[src/rtl/core/cosine_similarity_match_table_core_assert.svh]
// Assertion macros used by the core module.
`ifndef COSINE_SIMILARITY_MATCH_TABLE_CORE_ASSERT_SVH
`define COSINE_SIMILARITY_MATCH_TABLE_CORE_ASSERT_SVH

// Same-cycle implication, checked outside reset.
`define CSSM_ASSERT_NOW(lbl, ante, cons) \
   lbl: assert property (@(posedge clock) disable iff (reset) (ante) |-> (cons)) \
      else $error("core assertion failed");

// Next-cycle implication, checked outside reset.
`define CSSM_ASSERT_NEXT(lbl, ante, cons) \
   lbl: assert property (@(posedge clock) disable iff (reset) (ante) |=> (cons)) \
      else $error("core assertion failed");

`endif

[src/rtl/core/cssm_pkg.sv]
`default_nettype none
package cssm_pkg;

   localparam int MAX_ENTRIES = 64;
   localparam int MAX_LENGTH  = 512;
   localparam int ELEM_W      = 16;
   localparam int FEAT_W      = 16;
   localparam int TAG_W       = 32;
   localparam int STAMP_W     = 32;
   localparam int LEN_W       = 10;
   localparam int SCORE_W     = 15;

   localparam int SLOT_W  = (MAX_ENTRIES > 1) ? $clog2(MAX_ENTRIES) : 1;
   localparam int IDX_W   = (MAX_LENGTH > 1) ? $clog2(MAX_LENGTH) : 1;
   localparam int CNT_W   = $clog2(MAX_LENGTH + 2);
   localparam int VA_W    = ((MAX_ENTRIES * MAX_LENGTH) > 1) ?
                            $clog2(MAX_ENTRIES * MAX_LENGTH) : 1;
   localparam int NORM_W  = 2 * ELEM_W - 1 + ((MAX_LENGTH > 1) ? $clog2(MAX_LENGTH) : 1);
   localparam int DOT_W   = NORM_W + 1;
   localparam int PROD_W  = 2 * ELEM_W;
   localparam int INFO_W  = TAG_W + STAMP_W + NORM_W;
   localparam int MCNT_W  = $clog2(NORM_W);
   localparam int ROOT_W  = 2 * NORM_W + 2 * SCORE_W + 1;
   localparam int BIT_W   = $clog2(SCORE_W);

   localparam logic [LEN_W-1:0] LEN_RESET = LEN_W'(512);

   typedef enum logic [1:0] {
      CMD_INSERT = 2'd0,
      CMD_SEARCH = 2'd1,
      CMD_REMOVE = 2'd2,
      CMD_NOP    = 2'd3
   } cmd_type;

   typedef enum logic [3:0] {
      ST_IDLE,
      ST_SCAN_RD,
      ST_SCAN_CK,
      ST_COPY,
      ST_INS_FIN,
      ST_NQ,
      ST_SLOT,
      ST_DOT,
      ST_SC_START,
      ST_SC_WAIT,
      ST_RESP
   } core_state_type;

   typedef enum logic [2:0] {
      SC_IDLE,
      SC_MUL,
      SC_ROOT_A,
      SC_ROOT_B,
      SC_DONE
   } score_state_type;

endpackage
`default_nettype wire

[src/rtl/core/cssm_score.sv]
`default_nettype none
module cssm_score (
   input  wire logic                               clock,
   input  wire logic                               reset,
   input  wire logic                               start,
   input  wire logic signed [cssm_pkg::DOT_W-1:0]  dot,
   input  wire logic [cssm_pkg::NORM_W-1:0]        norm_q,
   input  wire logic [cssm_pkg::NORM_W-1:0]        norm_s,
   output logic                                    done,
   output logic [cssm_pkg::SCORE_W-1:0]            score
);
   import cssm_pkg::*;

   score_state_type st_ff, st_in;
   logic [2*NORM_W-1:0] mcand_ff, mcand_in, macc_ff, macc_in, p_ff, p_in;
   logic [NORM_W-1:0]   mplier_ff, mplier_in, dmag_ff, dmag_in;
   logic [MCNT_W-1:0]   k_ff, k_in;
   logic                phase_ff, phase_in;
   logic [ROOT_W-1:0]   r_ff, r_in, t_ff, t_in, ush_ff, ush_in, p2_ff, p2_in;
   logic [ROOT_W-1:0]   cand_ff, cand_in, ush_new;
   logic [SCORE_W-1:0]  s_ff, s_in;
   logic [BIT_W-1:0]    b_ff, b_in;
   logic                trivial, mul_last, fits;

   assign trivial  = dot[DOT_W-1] || (dot == '0) || (norm_q == '0) || (norm_s == '0);
   assign mul_last = (k_ff == MCNT_W'(NORM_W - 1));
   assign fits     = (cand_ff <= r_ff);
   assign macc_in  = macc_ff + (mplier_ff[0] ? mcand_ff : '0);
   assign ush_new  = fits ? (ush_ff + (p2_ff << 1)) : ush_ff;

   // next state
   always_comb begin
      st_in = st_ff;
      unique case (st_ff)
         SC_IDLE:   if (start) st_in = trivial ? SC_DONE : SC_MUL;
         SC_MUL:    if (mul_last && phase_ff) st_in = SC_ROOT_A;
         SC_ROOT_A: st_in = SC_ROOT_B;
         SC_ROOT_B: st_in = (b_ff == '0) ? SC_DONE : SC_ROOT_A;
         SC_DONE:   st_in = SC_IDLE;
         default:   st_in = SC_IDLE;
      endcase
   end

   // datapath: shift-add products, then the root found one bit at a time
   always_comb begin
      mcand_in  = mcand_ff;
      mplier_in = mplier_ff;
      dmag_in   = dmag_ff;
      k_in      = k_ff;
      phase_in  = phase_ff;
      p_in      = p_ff;
      r_in      = r_ff;
      t_in      = t_ff;
      ush_in    = ush_ff;
      p2_in     = p2_ff;
      cand_in   = cand_ff;
      s_in      = s_ff;
      b_in      = b_ff;
      unique case (st_ff)
         SC_IDLE: begin
            s_in      = '0;
            dmag_in   = dot[NORM_W-1:0];
            mcand_in  = (2*NORM_W)'(norm_q);
            mplier_in = norm_s;
            k_in      = '0;
            phase_in  = 1'b0;
         end
         SC_MUL: begin
            mcand_in  = mcand_ff << 1;
            mplier_in = mplier_ff >> 1;
            k_in      = k_ff + MCNT_W'(1);
            if (mul_last) begin
               k_in = '0;
               if (!phase_ff) begin
                  p_in      = macc_in;
                  mcand_in  = (2*NORM_W)'(dmag_ff);
                  mplier_in = dmag_ff;
                  phase_in  = 1'b1;
               end else begin
                  r_in   = ROOT_W'(macc_in) << (2 * SCORE_W);
                  t_in   = '0;
                  ush_in = '0;
                  p2_in  = ROOT_W'(p_ff) << (2 * (SCORE_W - 1));
                  s_in   = '0;
                  b_in   = BIT_W'(SCORE_W - 1);
               end
            end
         end
         SC_ROOT_A: cand_in = t_ff + ush_ff + p2_ff;
         SC_ROOT_B: begin
            if (fits) begin
               t_in = cand_ff;
               s_in = s_ff | (SCORE_W'(1) << b_ff);
            end
            if (b_ff != '0) begin
               ush_in = ush_new >> 1;
               p2_in  = p2_ff >> 2;
               b_in   = b_ff - BIT_W'(1);
            end
         end
         SC_DONE: ;
         default: ;
      endcase
   end

   // accumulator of the multiplier clears between products
   always_ff @(posedge clock) begin
      if (reset) begin
         st_ff <= SC_IDLE;
      end else begin
         st_ff <= st_in;
      end
      macc_ff   <= (st_ff == SC_MUL && !mul_last) ? macc_in : '0;
      mcand_ff  <= mcand_in;
      mplier_ff <= mplier_in;
      dmag_ff   <= dmag_in;
      k_ff      <= k_in;
      phase_ff  <= phase_in;
      p_ff      <= p_in;
      r_ff      <= r_in;
      t_ff      <= t_in;
      ush_ff    <= ush_in;
      p2_ff     <= p2_in;
      cand_ff   <= cand_in;
      s_ff      <= s_in;
      b_ff      <= b_in;
   end

   assign done  = (st_ff == SC_DONE);
   assign score = s_ff;

endmodule
`default_nettype wire

[config.mk]
export PLATFORM = sky130hd
export DESIGN_NAME = cssm_score
export DESIGN_NICKNAME = d
export VERILOG_FILES = /design/src/rtl/core/cosine_similarity_match_table_core_assert.svh /design/src/rtl/core/cssm_pkg.sv /design/src/rtl/core/cssm_score.sv
export SDC_FILE = /design/constraint.sdc
export NUM_CORES = 2
export LEC_CHECK = 0
export BUFFER_PORTS_ARGS = -buffer_cell sky130_fd_sc_hd__buf_2
export CORE_MARGIN = 1
export CORE_UTILIZATION = 30
export DETAILED_ROUTE_END_ITERATION = 6
export PLACE_DENSITY_LB_ADDON = 0.3
export SKIP_LAST_GASP = 1
export SYNTH_ARGS = -nofsm -noshare
export SYNTH_HDL_FRONTEND = slang
export SYNTH_SLANG_ARGS = --single-unit
[constraint.sdc]
create_clock -name clock -period 20.7 [get_ports clock]
set_input_delay 4.14 -clock clock [delete_from_list [all_inputs] [get_ports clock]]
set_output_delay 4.14 -clock clock [all_outputs]
set_load 0.1 [all_outputs]
-- Word level (Yosys, flattened, before mapping)
Index checks and enable logic that the tools add are counted.
- register bits after elaboration: 873
- bits in latches: 0
- bits in writable memories: 0
- ROM bits: 0
- input bits: 124
- output and inout bits: 16
- word-level logic and storage cells: 93
- memories kept: 0
- add/subtract/negate cells: 6
- $mul: 0
- divide/modulo/power cells: 0
- $lt $le $gt $ge: 1
- equality and inequality tests: 11
- shifts and indexed selects: 1
- muxes and demuxes: 35
- bitwise operators: 2
- reductions and logical operators: 22
- operator list (operator ; number):
    111-bit 2-to-1 mux ; 8
    111-bit one-hot mux with 2 select lines ; 3
    111-bit adder ; 3
    80-bit 2-to-1 mux ; 3
    80-bit one-hot mux with 2 select lines ; 1
    111-bit by 110-bit <= comparator with 1-bit output ; 1
    80-bit adder ; 1
    40-bit logical NOT ; 2
    40-bit 2-to-1 mux ; 2
    40-bit one-hot mux with 2 select lines ; 1
    15-bit 2-to-1 mux ; 3
    15-bit one-hot mux with 3 select lines ; 1
    41-bit logical NOT ; 1
    15-bit bitwise OR ; 1
    1-bit by 4-bit << shifter with 15-bit output, first input constant ; 1
    3-bit 2-to-1 mux ; 4
    4-bit 2-to-1 mux ; 3
    2-bit inequality test, second input constant ; 6
    3-bit one-hot mux with 4 select lines ; 1
    6-bit one-hot mux with 2 select lines ; 1
    4-bit AND reduction ; 3
    4-bit one-hot mux with 2 select lines ; 1
    6-bit by 1-bit adder with 6-bit output, second input constant ; 1
    3-bit by 2-bit == test with 1-bit output, second input constant ; 2
    18 further kinds ; 24

-- Longest topological paths before layout
- depth after elaboration: 7
- gate-level depth with buffers: 19
- mapped depth without buffers: 19

-- Worst setup path after synthesis
OpenSTA, ideal clock, no wires.
- path kind: reg2reg
- start: register st_ff[2]
- end: register b_ff[0], enable pin
- setup time: 937 ps
- arrival: 20106 ps
- data required time: 19763 ps
- slack: -343 ps
- cell stages (with the launch flop): 8
- buffers on the path: 1
- period minus slack after synthesis: 21043 ps
- cells stage by stage: dfxtp_1 -> clkbuf_1 -> nor2_1 -> nand2_1 -> clkinv_1 -> and3_1 -> nor2_1 -> a31oi_1
- longest elaborated chain between the ends: 3
- elaborated cells between the ends (all ways): 7
- those cells by class: eq/ne: 5; reduce/logical: 2
- ends and longest elaborated chain (what ; line ; text):
    start, declared ; cssm_score.sv:14 ; score_state_type st_ff, st_in;
    start signal, assigned ; cssm_score.sv:111 ; st_ff <= st_in;
    3-bit by 2-bit == test with 1-bit output / 3-bit by 1-bit == test with 1-bit output (equally long branches) ; cssm_score.sv:59 ; unique case (st_ff)
    2-bit inequality test (no source line) / 2-bit nonzero test (equally long branches) ; -- ;
    4-bit AND reduction (no source line) (*) ; -- ;
    end signal, assigned ; cssm_score.sv:126 ; b_ff <= b_in;
    end, declared ; cssm_score.sv:22 ; logic [BIT_W-1:0] b_ff, b_in;
Every way passes the cells marked *; elsewhere a longest branch is shown, timed or not.
A chain may end at the register's enable or synchronous reset.

-- Worst setup path after layout
- start: register cand_ff[64]
- end: register t_ff[102], enable pin
- longest elaborated chain between the ends: 3
- ends and longest elaborated chain (what ; line ; text):
    start, declared ; cssm_score.sv:20 ; logic [ROOT_W-1:0] cand_ff, cand_in, ush_new;
    start signal, assigned ; cssm_score.sv:124 ; cand_ff <= cand_in;
    111-bit by 110-bit <= comparator with 1-bit output ; cssm_score.sv:27 ; assign fits = (cand_ff <= r_ff);
    2-bit inequality test (no source line) ; -- ;
    4-bit AND reduction (no source line) ; -- ;
    end signal, assigned ; cssm_score.sv:121 ; t_ff <= t_in;
    end, declared ; cssm_score.sv:19 ; logic [ROOT_W-1:0] r_ff, r_in, t_ff, t_in, ush_ff, ush_in, p2_ff, p2_in;
No other way between the ends.

==> out/qor.yml <==
status: "completed"
ys_types: 92
hp-class: "reg2reg"
placementRows: 156
core_sq_um: 181300
setup.worst_path.start_class: "flip-flop"
fmax_mhz: 154.1
combPwrFrac_pct: 11.9
syn_nets: 6001
finalHoldViolCount: 0
yosys.cell_count.top_type: "edfxtp_1"
max_stage_delay_ps: 870
ctsResizeCount: 0
drt-initial-drc-count: 3321
final_max_slew_viol_count: 0
grt_max_degree: 146
rsz0062_at_grt: "no"
crit_required_ps: 21020
syn-cell-area_sq_um: 54980
cp-end-kind: "flip-flop"
critPathKind: "reg2reg"
total_leakage_power_nw: 23.84
setup_viol: 0
crit_buf_inv: 2
synth_edf_count: 786
yosys_register_bits: 869
dpl.hpwl_mm: 118.0
vdd_drop_max_mv: 0.06416
p_sw_share_pct: 26.50
ys_seq_area_share_pct: 45.95
crit_chain: "ha_1 -> a21o_1 -> a21o_1 -> a21oi_1 -> nor2_1 -> a211oi_1 -> o21ai_0 -> nor3_1 -> nand4_1 -> nand2_4 -> nor2_1 -> nor2_4 -> buf_4 -> buf_4"
seq_power_share_pct: 45.2
post-synth-top-area-cell: "edfxtp_1"
fin_worst_skew_ps: 84.88
die_y_microns: 430.1
cts_buffers: 103
worst_slew_pin_slew_ps: 1136
fin_nets: 5995
timing.final.crit_share_pct: 31.35
syn_to_final_growth_pct: 12.08
num-fill-cells: 18320
period_needed_ps: 6490
worst_slack_ps: 14210
grt_pass1_wl_mm: 240.0
cts_sinks: 869
initial_core_util_pct: 30.32
totalWireLength_mm: 155.5
cpMaxStageDelayCell: "nor3_1"
post_drt_wl_per_cell_microns: 19.86
synth_common_cells: "edfxtp_1, nand2_1, a21oi_1"
drc: 0
yosys_most_used_dff: "edfxtp_1"
max_slew_margin_pct: 24.10
root_buffer: "clkbuf_16"
crit_arrival_ps: 6810
crit_fanout: 62
via_per_inst: 5.169
place_congestion: 0.9255
cts_buffer_depth: 3
netSwitchingPower_mw: 1.215
maxCapViolations: 0
post_cts_buffers: 0
p_per_area_nw_per_um2: 74.43
power_frac_clock_pct: 42.9
netlist.area_leader.share_pct: 42.93
insertion_delay_ps: 770
finalSetupTns_ps: 0
final_layout_size_suffix_gt1_share_pct: 7.488
synth-async-reset-ratio_pct: 0
io_pins: 140
internal_power_mw: 3.371
critPathTopFamily: "simple AND/OR/NAND/NOR gates"
yosys_warnings: 0
vias: 40500
drtPass1Iterations: 5
avgSynthCellArea_sq_um: 10.22
synth_cells: 5382
dpl_worst_slack_ps: 13970
grt_pass1_vias: 39880
hold_buffers: 0
cts_max_level: 3
die_w_microns: 430.1
antenna_left: 0
ys_top_cells_by_area: "edfxtp_1, ha_1, a21oi_1, fa_1, nand2_1"
cts_tree: "yes"
io_buffers: 139
antenna_found_initial: 3
overflow: 0
clkTransAtPathRegs_ps: 60
track_usage_pct: 16.53
dieArea_sq_um: 185000
## final cells by class
cell class,count,area (sq um),area share [%]
repair buffers,171,960.9,1.559
multi-input cells,4041,28040,45.50
diodes,2,5.005,0.008122
clock inverters,65,895.9,1.454
well taps,2370,2965,4.812
inverters,190,713.2,1.157
clock buffers,126,2776,4.506
flip-flops and latches,869,25260,41.00
## power groups by stage
stage	clock [mW]	sequential (mW)	combinational, mW
after floorplan	0	2.13	0.349
after global placement	0	2.11	0.541
after global routing	2.08	2.08	0.599
final	1.97	2.07	0.544
after detailed placement	0	2.11	0.539
after CTS	2.02	2.07	0.544
## per-stage QoR
step	cells	total power, mW	util [%]	hold WS (ps)	instance area [sq um]
after floorplan	5382	2.484	-	490.8	54990
after CTS	7832	4.636	33.98	514.1	61610
after global routing	7832	4.760	33.98	536.6	61610
final	7834	4.586	33.98	515.8	61620
after detailed placement	7641	2.649	31.95	497.9	57940
after global placement	7641	2.648	31.95	496.8	57940
## cell families after synthesis
logic type	count (synthesis)	synth area share, %
AO/OA/AOI/OAI	1437	16.35
XOR/XNOR	294	4.684
adder cells (fa/ha/maj)	495	12.78
buffers and inverters	472	3.241
flip-flops	869	45.95
multiplexers	73	1.329
AND/OR/NAND/NOR	1742	15.66
## tightest hold or removal path, cell delays in order, from the launching register on
cell	delay [ps]
edfxtp_1	320
nand2_1	40
nand2_1	50
## flip-flops by register name, summed over array words and instances (netlist names), 15 cells and up
register	cells
t_ff	111
ush_ff	110
score	15
macc_ff	80
p2_ff	108
mplier_ff	40
r_ff	80
mcand_ff	80
dmag_ff	40
cand_ff	111
p_ff	80
## per-layer routing
metal  vias up  track usage, %  wire length [microns]
li1      19590               -                      -
met1     19700           24.09                  76430
met2      1000           25.41                  67590
met3       211           1.973                   6986
met4         0           5.146                   4537
met5         -               0                      0
## placed cells by master, fill, tap and decap left out, types with 25 or more instances in the layout
cell type	instances
nor2_1	301
nor4_1	52
a21oi_1	506
buf_4	30
buf_2	139
fa_1	111
inv_1	189
xor2_1	126
nand2_1	586
a21o_1	254
nand3_1	55
nand4_1	161
o21ai_0	277
o31ai_1	25
edfxtp_1	786
clkbuf_16	105
a31oi_1	40
dfxtp_1	83
xnor2_1	168
o21bai_1	83
ha_1	384
nor3_1	45
and2_1	275
o21a_1	42
nor2b_1	114
a211oi_1	28
and3_1	65
mux2i_1	73
## path summary, 6_finish.rpt
kind | from | endpoint | slack, ps | cells past startpoint
max | cand_ff[64] | t_ff[102] | 14210 | 14
min | p_ff[69] | p2_ff[97] | 520 | 2
max reg2reg | cand_ff[64] | t_ff[102] | 14210 | 14
min reg2reg | p_ff[69] | p2_ff[97] | 520 | 2
Note: power is estimated with default switching activity, not from simulation.
